**config.mk**
```make
export PLATFORM = sky130hd
export DESIGN_NAME = quadrature_encoder_position_top
export DESIGN_NICKNAME = d
export VERILOG_FILES = /design/src/hw/rtl/qep_pkg.sv /design/src/hw/rtl/qep_regs.sv /design/src/hw/rtl/qep_core.sv /design/src/hw/rtl/quadrature_encoder_position_top.sv
export VERILOG_INCLUDE_DIRS = /design/src /design/src/hw/rtl
export SDC_FILE = /design/constraint.sdc
export NUM_CORES = 1
export LEC_CHECK = 0
export ABC_AREA = 1
export BUFFER_PORTS_ARGS = -buffer_cell sky130_fd_sc_hd__buf_2
export CORE_MARGIN = 2
export CORE_UTILIZATION = 50
export CTS_CLUSTER_DIAMETER = 60
export CTS_CLUSTER_SIZE = 14
export DETAILED_ROUTE_END_ITERATION = 7
export PLACE_DENSITY_LB_ADDON = 0.15
export SYNTH_ARGS = -nofsm -noshare
export SYNTH_HDL_FRONTEND = slang
export SYNTH_SLANG_ARGS = --single-unit
```
**constraint.sdc**
```tcl
create_clock -name clk_i -period 7.9 [get_ports clk_i]
set_input_delay 1.185 -clock clk_i [delete_from_list [all_inputs] [get_ports clk_i]]
set_output_delay 1.185 -clock clk_i [all_outputs]
set_load 0.05 [all_outputs]
```
**src/hw/rtl/quadrature_encoder_position_top_defines.svh**
```systemverilog
// Assertion macros shared by the quadrature encoder position RTL.
`ifndef QUADRATURE_ENCODER_POSITION_TOP_DEFINES_SVH
`define QUADRATURE_ENCODER_POSITION_TOP_DEFINES_SVH

// Same-cycle implication, sampled on clk_i and idle while rst_ni is low.
`define QEP_ASSERT_IMPL(label, ante, cons) \
  label: assert property (@(posedge clk_i) disable iff (!rst_ni) (ante) |-> (cons)) \
    else $error("qep: same-cycle check failed");

// Next-cycle implication, sampled on clk_i and idle while rst_ni is low.
`define QEP_ASSERT_NEXT(label, ante, cons) \
  label: assert property (@(posedge clk_i) disable iff (!rst_ni) (ante) |=> (cons)) \
    else $error("qep: next-cycle check failed");

`endif

```
**src/hw/rtl/qep_pkg.sv**
```systemverilog
// Types, constants and register map of the quadrature encoder position block.
package qep_pkg;

  // Width of the stored position and the near-edge window in detents.
  localparam int unsigned QEP_POS_BITS  = 16;
  localparam int unsigned QEP_NEAR_EDGE = 10;

  // Working width for position arithmetic: room for the wider of position
  // and limit, plus a carry bit so sums compare without wrapping.
  localparam int unsigned QEP_CALC_BITS = ((QEP_POS_BITS > 16) ? QEP_POS_BITS : 16) + 1;

  // Register map.
  localparam int unsigned QEP_NUM_REGS     = 5;
  localparam int unsigned QEP_ADDR_BITS    = $clog2(QEP_NUM_REGS * 4);
  localparam int unsigned QEP_REG_IDX_BITS = QEP_ADDR_BITS - 2;

  typedef enum logic [QEP_REG_IDX_BITS-1:0] {
    REG_MAX_POSITION   = 3'd0,
    REG_PAUSE_US       = 3'd1,
    REG_FAST_STEP      = 3'd2,
    REG_POWER_LIMIT_MW = 3'd3,
    REG_TEMP_LIMIT     = 3'd4
  } qep_reg_e;

  // Reset values of the configuration registers.
  localparam logic [15:0] QEP_RST_MAX_POSITION   = 16'd65535;
  localparam logic [31:0] QEP_RST_PAUSE_US       = 32'd25000;
  localparam logic [15:0] QEP_RST_FAST_STEP      = 16'd10;
  localparam logic [19:0] QEP_RST_POWER_LIMIT_MW = 20'hFFFFF;
  localparam logic [11:0] QEP_RST_TEMP_LIMIT     = 12'd1500;

  // Reset value of the previous pin pair: both pins high.
  localparam logic [1:0] QEP_RST_PREV_AB = 2'b11;

  // Quadrature transition table, indexed by {previous B A, current B A}.
  localparam logic signed [1:0] QEP_TRANS_TAB [16] = '{
    2'sd0, -2'sd1,  2'sd1,  2'sd0,
    2'sd1,  2'sd0,  2'sd0, -2'sd1,
   -2'sd1,  2'sd0,  2'sd0,  2'sd1,
    2'sd0,  2'sd1, -2'sd1,  2'sd0
  };

  // Configuration seen by the datapath.
  typedef struct packed {
    logic [15:0]        max_position;
    logic [31:0]        pause_us;
    logic [15:0]        fast_step;
    logic [19:0]        power_limit_mw;
    logic signed [11:0] temp_limit;
  } qep_cfg_t;

  // One input beat: a pin-change event.
  typedef struct packed {
    logic               pin_a;
    logic               pin_b;
    logic [31:0]        time_us;
    logic [19:0]        power_mw;
    logic signed [11:0] temperature;
  } qep_in_t;

  // One output beat.
  typedef struct packed {
    logic [15:0] position;
    logic        moved_up;
    logic        moved_down;
    logic        up_blocked;
  } qep_out_t;

endpackage

```
**src/hw/rtl/qep_regs.sv**
```systemverilog
// APB configuration register file of the quadrature encoder position block.
module qep_regs
  import qep_pkg::*;
(
  input  logic                     clk_i,
  input  logic                     rst_ni,
  input  logic                     psel,
  input  logic                     penable,
  input  logic                     pwrite,
  input  logic [QEP_ADDR_BITS-1:0] paddr,
  input  logic [31:0]              pwdata,
  output logic [31:0]              prdata,
  output logic                     pready,
  output qep_cfg_t                 cfg_o
);

  qep_cfg_t cfg_q;
  qep_reg_e reg_sel;
  logic     wr_en;

  assign pready  = 1'b1;
  assign reg_sel = qep_reg_e'(paddr[QEP_ADDR_BITS-1:2]);
  assign wr_en   = psel && penable && pwrite && pready;
  assign cfg_o   = cfg_q;

  // Register writes in the access phase; unmapped addresses are ignored.
  always_ff @(posedge clk_i or negedge rst_ni) begin
    if (!rst_ni) begin
      cfg_q.max_position   <= QEP_RST_MAX_POSITION;
      cfg_q.pause_us       <= QEP_RST_PAUSE_US;
      cfg_q.fast_step      <= QEP_RST_FAST_STEP;
      cfg_q.power_limit_mw <= QEP_RST_POWER_LIMIT_MW;
      cfg_q.temp_limit     <= QEP_RST_TEMP_LIMIT;
    end else if (wr_en) begin
      case (reg_sel)
        REG_MAX_POSITION:   cfg_q.max_position   <= pwdata[15:0];
        REG_PAUSE_US:       cfg_q.pause_us       <= pwdata;
        REG_FAST_STEP:      cfg_q.fast_step      <= pwdata[15:0];
        REG_POWER_LIMIT_MW: cfg_q.power_limit_mw <= pwdata[19:0];
        REG_TEMP_LIMIT:     cfg_q.temp_limit     <= pwdata[11:0];
        default: ;
      endcase
    end
  end

  // Read mux.
  always_comb begin
    case (reg_sel)
      REG_MAX_POSITION:   prdata = {16'd0, cfg_q.max_position};
      REG_PAUSE_US:       prdata = cfg_q.pause_us;
      REG_FAST_STEP:      prdata = {16'd0, cfg_q.fast_step};
      REG_POWER_LIMIT_MW: prdata = {12'd0, cfg_q.power_limit_mw};
      REG_TEMP_LIMIT:     prdata = {20'd0, cfg_q.temp_limit};
      default:            prdata = 32'd0;
    endcase
  end

endmodule

```
**src/hw/rtl/qep_core.sv**
```systemverilog
// Quadrature decode, detent timing and position update with its state.
module qep_core
  import qep_pkg::*;
(
  input  logic     clk_i,
  input  logic     rst_ni,
  input  qep_cfg_t cfg_i,
  input  qep_in_t  beat_i,
  input  logic     advance_i,
  output qep_out_t result_o
);

  logic [1:0]               prev_ab_q;
  logic signed [3:0]        step_sum_q, step_sum_d;
  logic [QEP_POS_BITS-1:0]  pos_q, pos_d;
  logic [31:0]              last_up_q, last_up_d;
  logic [31:0]              last_down_q, last_down_d;

  logic [1:0]               cur_ab;
  logic signed [1:0]        delta;
  logic signed [3:0]        sum;
  logic                     up_det, down_det, up_allowed;
  logic [31:0]              up_elapsed, down_elapsed;
  logic                     up_fast, down_fast;
  logic [QEP_CALC_BITS-1:0] pos_w, maxp_w, near_w, up_step, down_step;
  logic [QEP_CALC_BITS-1:0] up_raw, up_clip, down_raw, down_clip;

  // Transition lookup and step accumulation.
  assign cur_ab   = {beat_i.pin_b, beat_i.pin_a};
  assign delta    = QEP_TRANS_TAB[{prev_ab_q, cur_ab}];
  assign sum      = step_sum_q + {{2{delta[1]}}, delta};
  assign up_det   = (sum > 4'sd3);
  assign down_det = (sum < -4'sd3);

  // Acceleration: same-direction detent inside the pause window, modulo 2^32.
  assign up_elapsed   = beat_i.time_us - last_up_q;
  assign down_elapsed = beat_i.time_us - last_down_q;
  assign up_fast      = (up_elapsed < cfg_i.pause_us);
  assign down_fast    = (down_elapsed < cfg_i.pause_us);

  assign up_allowed = (beat_i.power_mw < cfg_i.power_limit_mw) &&
                      (beat_i.temperature < cfg_i.temp_limit);

  // Position arithmetic in a width that cannot wrap.
  assign pos_w     = QEP_CALC_BITS'(pos_q);
  assign maxp_w    = QEP_CALC_BITS'(cfg_i.max_position);
  assign near_w    = QEP_CALC_BITS'(QEP_NEAR_EDGE);
  assign up_step   = up_fast   ? QEP_CALC_BITS'(cfg_i.fast_step) : QEP_CALC_BITS'(1);
  assign down_step = down_fast ? QEP_CALC_BITS'(cfg_i.fast_step) : QEP_CALC_BITS'(1);

  // Up: single steps near the limit, then clamp to the limit.
  always_comb begin
    if (pos_w + near_w > maxp_w) begin
      up_raw = (pos_w < maxp_w) ? pos_w + QEP_CALC_BITS'(1) : maxp_w;
    end else begin
      up_raw = pos_w + up_step;
    end
    up_clip = (up_raw >= maxp_w) ? maxp_w : up_raw;
  end

  // Down: single steps near zero, else saturating subtract; one snaps to zero.
  always_comb begin
    if (pos_w < near_w) begin
      down_raw = (pos_w > QEP_CALC_BITS'(1)) ? pos_w - QEP_CALC_BITS'(1) : '0;
    end else begin
      down_raw = (down_step >= pos_w) ? '0 : pos_w - down_step;
    end
    down_clip = (down_raw <= QEP_CALC_BITS'(1)) ? '0 : down_raw;
  end

  // Next state.
  always_comb begin
    step_sum_d  = sum;
    pos_d       = pos_q;
    last_up_d   = last_up_q;
    last_down_d = last_down_q;
    if (up_det) begin
      step_sum_d = '0;
      last_up_d  = beat_i.time_us;
      if (up_allowed) begin
        pos_d = up_clip[QEP_POS_BITS-1:0];
      end
    end else if (down_det) begin
      step_sum_d  = '0;
      last_down_d = beat_i.time_us;
      pos_d       = down_clip[QEP_POS_BITS-1:0];
    end
  end

  // Result of this event.
  always_comb begin
    result_o.position   = 16'(pos_d);
    result_o.moved_up   = up_det;
    result_o.moved_down = down_det;
    result_o.up_blocked = up_det && !up_allowed;
  end

  // State advances as the event leaves the input register.
  always_ff @(posedge clk_i or negedge rst_ni) begin
    if (!rst_ni) begin
      prev_ab_q   <= QEP_RST_PREV_AB;
      step_sum_q  <= '0;
      pos_q       <= '0;
      last_up_q   <= '0;
      last_down_q <= '0;
    end else if (advance_i) begin
      prev_ab_q   <= cur_ab;
      step_sum_q  <= step_sum_d;
      pos_q       <= pos_d;
      last_up_q   <= last_up_d;
      last_down_q <= last_down_d;
    end
  end

endmodule

```
**src/hw/rtl/quadrature_encoder_position_top.sv**
```systemverilog
// Top level of the quadrature encoder position block: handshake, registers, datapath.
//
//  Channel  | Direction | Handshake              | Payload
//  ---------+-----------+------------------------+--------------------------------
//  input    | in        | in_valid_i / in_ready_o | in_data_i  (pins, time, power, temp)
//  output   | out       | out_valid_o/out_ready_i | out_data_o (position, detent flags)
//  config   | in        | APB psel/penable/pready | paddr, pwdata, prdata
//
// One event per clock is accepted and one result per clock is delivered
// while the output is not stalled. An accepted beat is held in the input
// register; the datapath computes its result and updates the position state
// as it moves into the output register.
// Reset restores the register defaults and clears the valid bits and datapath state at once.
// A stalled output holds its beat; the input register then holds one more
// beat before in_ready_o drops.
module quadrature_encoder_position_top
  import qep_pkg::*;
(
  input  logic                     clk_i,
  input  logic                     rst_ni,
  input  logic                     in_valid_i,
  output logic                     in_ready_o,
  input  qep_in_t                  in_data_i,
  output logic                     out_valid_o,
  input  logic                     out_ready_i,
  output qep_out_t                 out_data_o,
  input  logic                     psel,
  input  logic                     penable,
  input  logic                     pwrite,
  input  logic [QEP_ADDR_BITS-1:0] paddr,
  input  logic [31:0]              pwdata,
  output logic [31:0]              prdata,
  output logic                     pready
);

`include "quadrature_encoder_position_top_defines.svh"

  qep_cfg_t cfg;
  qep_in_t  in_q;
  logic     in_valid_q;
  qep_out_t out_q, result;
  logic     out_valid_q;
  logic     advance;

  qep_regs u_regs (
    .clk_i   (clk_i),
    .rst_ni  (rst_ni),
    .psel    (psel),
    .penable (penable),
    .pwrite  (pwrite),
    .paddr   (paddr),
    .pwdata  (pwdata),
    .prdata  (prdata),
    .pready  (pready),
    .cfg_o   (cfg)
  );

  qep_core u_core (
    .clk_i     (clk_i),
    .rst_ni    (rst_ni),
    .cfg_i     (cfg),
    .beat_i    (in_q),
    .advance_i (advance),
    .result_o  (result)
  );

  // The input beat moves on whenever the output register is free or drains.
  assign advance     = in_valid_q && (!out_valid_q || out_ready_i);
  assign in_ready_o  = !in_valid_q || advance;
  assign out_valid_o = out_valid_q;
  assign out_data_o  = out_q;

  // Valid bits of the two stages.
  always_ff @(posedge clk_i or negedge rst_ni) begin
    if (!rst_ni) begin
      in_valid_q  <= 1'b0;
      out_valid_q <= 1'b0;
    end else begin
      if (in_ready_o) begin
        in_valid_q <= in_valid_i;
      end
      if (advance) begin
        out_valid_q <= 1'b1;
      end else if (out_ready_i) begin
        out_valid_q <= 1'b0;
      end
    end
  end

  // Payload registers.
  always_ff @(posedge clk_i) begin
    if (in_valid_i && in_ready_o) begin
      in_q <= in_data_i;
    end
    if (advance) begin
      out_q <= result;
    end
  end

  // Input stalls only behind a full, blocked output register.
  `QEP_ASSERT_IMPL(a_ready_only_stalls_on_output, !in_ready_o, out_valid_o && !out_ready_i)
  // A blocked increment is always an up detent.
  `QEP_ASSERT_IMPL(a_blocked_is_up, out_valid_o && out_data_o.up_blocked, out_data_o.moved_up)
  // An accepted up detent never leaves the position above the limit.
  `QEP_ASSERT_IMPL(a_up_within_limit,
                   out_valid_o && out_data_o.moved_up && !out_data_o.up_blocked,
                   out_data_o.position <= cfg.max_position)
  // A down detent never leaves the position at one.
  `QEP_ASSERT_NEXT(a_down_not_one, advance && result.moved_down, out_data_o.position != 16'd1)

endmodule

```
==> summary.md <==
| Metric | Value |
|---|---|
| Flop and latch count out of synthesis | approximately 270 |
| Initial antenna violation count | 1 |
| Ports | 164 |
| Ant diodes | 0 |
| Yosys Warn Count | 0 |
| GRT Util Overall | 0.292 |
| Most frequent cells in the layout | nand2_1 (621), inv_1 (407), ha_1 (247) |
| Htree depth | 1 |
| Core area | 40800 um2 |
| 1st-pass router iterations | 5 |
| Adder-cell share of the synthesized area | 0.154 |
| Clock Skew | 44.6 ps |
| Row count | 74 |
| Vias | about 19000 |
| First-pass GRT wire length | 99700 um |
| Die area | 43000 um2 |
| Remaining antenna violation count | 0 |
| Synth cell types | 58 |
| Worst hold slack | 485 ps |
| Drt drc | 0 |
| Yosys top cell area share | 0.158 |
| Mux share of post-synthesis cell area | 0 |
| Hold depth | 2 |
| Synth Net Count | 3079 |
| Worst Setup Slack, final | 547 ps |
| Ys flop type | dfrtp_1 |
| Final core occ | 0.570 |
| Slowest stage delay, CP | 390 ps |
| Cell area after technology mapping | just over 20000 um2 |
| DP Cell Count | between 3000 and 4000 |
| Post-Layout Inst Area | 23300 um2 |
| DR WL/cell | about 18 um |
| Power Dens Cells | 441 nW/um2 |
| Max VDD drop | 0.000243 V |
| FF-to-FF End | out_data_o[5] |
| Max-slew violation total from the final report | 0 |
| Synth Area in XOR/XNOR | 0.0449 |
| CP most frequent cell | nand2_1 |
| Crit path launch type | flip-flop |
| Total wire length | between 60000 and 70000 um |
| Overall Power | 10.3 mW |
| Sequential area share after synthesis | 0.349 |
| Setup_tns | 0 ps |
| Outcome | complete, no violations |
| CP required | 8200 ps |
| Min-delay worst type | flip-flop to flip-flop |
| Arr. time, crit path | between 7000 and 8000 ps |
| Largest net degree at the start of global routing | 110 |
| Top cells by area, synth | dfrtp_1 (16%), ha_1 (15%), edfxtp_1 (12%) |
| Final Hold Viols | 0 |
| Post-DP HPWL | 50500 um |
| Area Overhead vs Synth | 12.5% |
| Number of global-route vias before repair | 18500 |
| Hold_sp | u_core.last_down_q[4] |
| Most common cell after layout, fill and taps aside | nand2_1 |
| Max_cap viols | 0 |
| Worst Max-Slew Pin Slew | 1170 ps |
| Share of cells above drive strength 1 | 0.131 |
| Global route overflow | 0 |
| Simple logic cell fraction of the synthesized area | 0.210 |
| Reg2Reg Launch Point | in_q[32] |
| Crit end category | flip-flop |
| P_leak | 11.7 nW |
| DP Worst Slack | -15.9 ps |
| Hold EP | u_core.last_down_q[4] |
| CP Class | flip-flop to flip-flop |
| Clk root buf | clkbuf_16 |
| Largest family of logic cells by synthesized area | simple AND/OR/NAND/NOR gates |
| Async SR Flop Fraction | 0.684 |
| Initial Util | 0.507 |
| Clock Pin Slew Worst Setup and Hold Paths | 60 ps |
| Crit-path slowest cell | fa_2 |
| CTS tree | done |
| Num CTS Buffers | 28 |
| I/O Buffers | 160 |
| Clock latency on the worst-skew pair | 590 ps |
| R2R depth | 53 |
| Largest area contributor in the netlist | dfrtp_1 |
| Final setup violation count | 0 |
| Final period util | 0.931 |
| Min cycle time layout | about 7400 ps |
| Die Span Y | 207 um |
| Nets | roughly 3200 |
| CTS max path bufs | 3 |
| Vias per std cell | 5.46 |
| RD Place Congestion | 0.957 |
| R2r setup slk | ~550 ps |
| Starting DRT DRC Count | roughly 1400 |
| CTS Sinks | roughly 270 |
| Count of mapped cells out of synthesis | around 2700 |
| Area after DPL | 22200 um2 |
| Max_slew headroom | 0.221 |
| Die Wd | 207 um |
| Compound-gate portion of the synthesized area | 0.150 |
| Max Fanout on Critical Path | 11 |
| Fmax | 136 MHz |
| EDFF count, synth | 85 |
| Syn avg cell area | approximately 7.6 um2 |
| Final Instance Count excl. Fillers | 3439 |
-- metal layers --
layer,global-route usage,wire length [um],vias to the layer above
met5,0,0,-
met4,0.103,2640,0
met3,0.0256,2850,116
met2,0.513,30800,534
met1,0.378,27300,8821
li1,-,-,9309
-- cells in the mapped netlist (22+ instances only) --
| cell type | instances |
|---|---|
| a21oi_1 | 202 |
| clkbuf_1 | 41 |
| dfrtp_1 | 131 |
| dfstp_2 | 53 |
| edfxtp_1 | 85 |
| ha_1 | 247 |
| inv_1 | 409 |
| nand2_1 | 630 |
| nand3_1 | 122 |
| nand4_1 | 29 |
| nor2_1 | 185 |
| nor3_1 | 28 |
| o21ai_0 | 245 |
| o22ai_1 | 22 |
| xnor2_1 | 34 |
| xor2_1 | 72 |
-- flip-flops by register name, indices dropped and copies added (netlist names) --
signal,cells
u_core.last_down_q,32
u_core.prev_ab_q,2
in_valid_q,1
out_data_o,19
in_q,66
out_valid_o,1
u_regs.cfg_o,96
u_core.step_sum_q,4
u_core.last_up_q,32
u_core.pos_q,16
-- cell type report --
cell class | count | area (um2)
fill | 3949 | 17600
multi-input combinational | 1963 | 11700
sequential | 269 | 7220
inverter | 419 | 1580
timing repair buffer | 204 | 1160
clock buffer | 40 | 766
tap | 532 | 666
clock inverter | 12 | 196
-- what timing repair did --
action	CTS	global route
gates resized for setup	1	37
buffers inserted	0	3
setup endpoints to repair	8	32
pin swaps	0	10
hold endpoints to repair	0	0
hold buffers	0	0
-- critical path, delay by kind of cell, from the launching register on --
family	cells	cell delay, ps
compound gates	8	1110
fa+ha+maj	5	1490
flops	1	380
buf+inv	9	880
xor+xnor	2	370
simple gates	29	2820
-- where the power goes --
group	switching (mW)	internal, mW
combinational	4.33	2.37
clock	0.590	0.789
sequential	0.300	1.89
total	5.22	5.05
-- cells by family after synthesis --
kind of cell             count (synthesis)
XOR/XNOR                               106
AND/OR/NAND/NOR                       1040
buffers and inverters                  485
other                                    1
adder cells (fa/ha/maj)                252
flip-flops                             269
AO/OA/AOI/OAI                          564
-- worst max path at each step --
stage | start | end | cells past startpoint
2_1_floorplan | in_q[32] | out_data_o[17] | 50
3_3_place_gp | in_q[32] | out_data_o[6] | 49
3_5_place_dp | in_q[32] | out_data_o[6] | 49
4_1_cts | in_q[32] | out_data_o[6] | 49
5_1_grt | in_q[32] | u_core.pos_q[10] | 54
6_report | in_q[32] | out_data_o[5] | 53
Note: power is estimated with default switching activity, not from simulation.
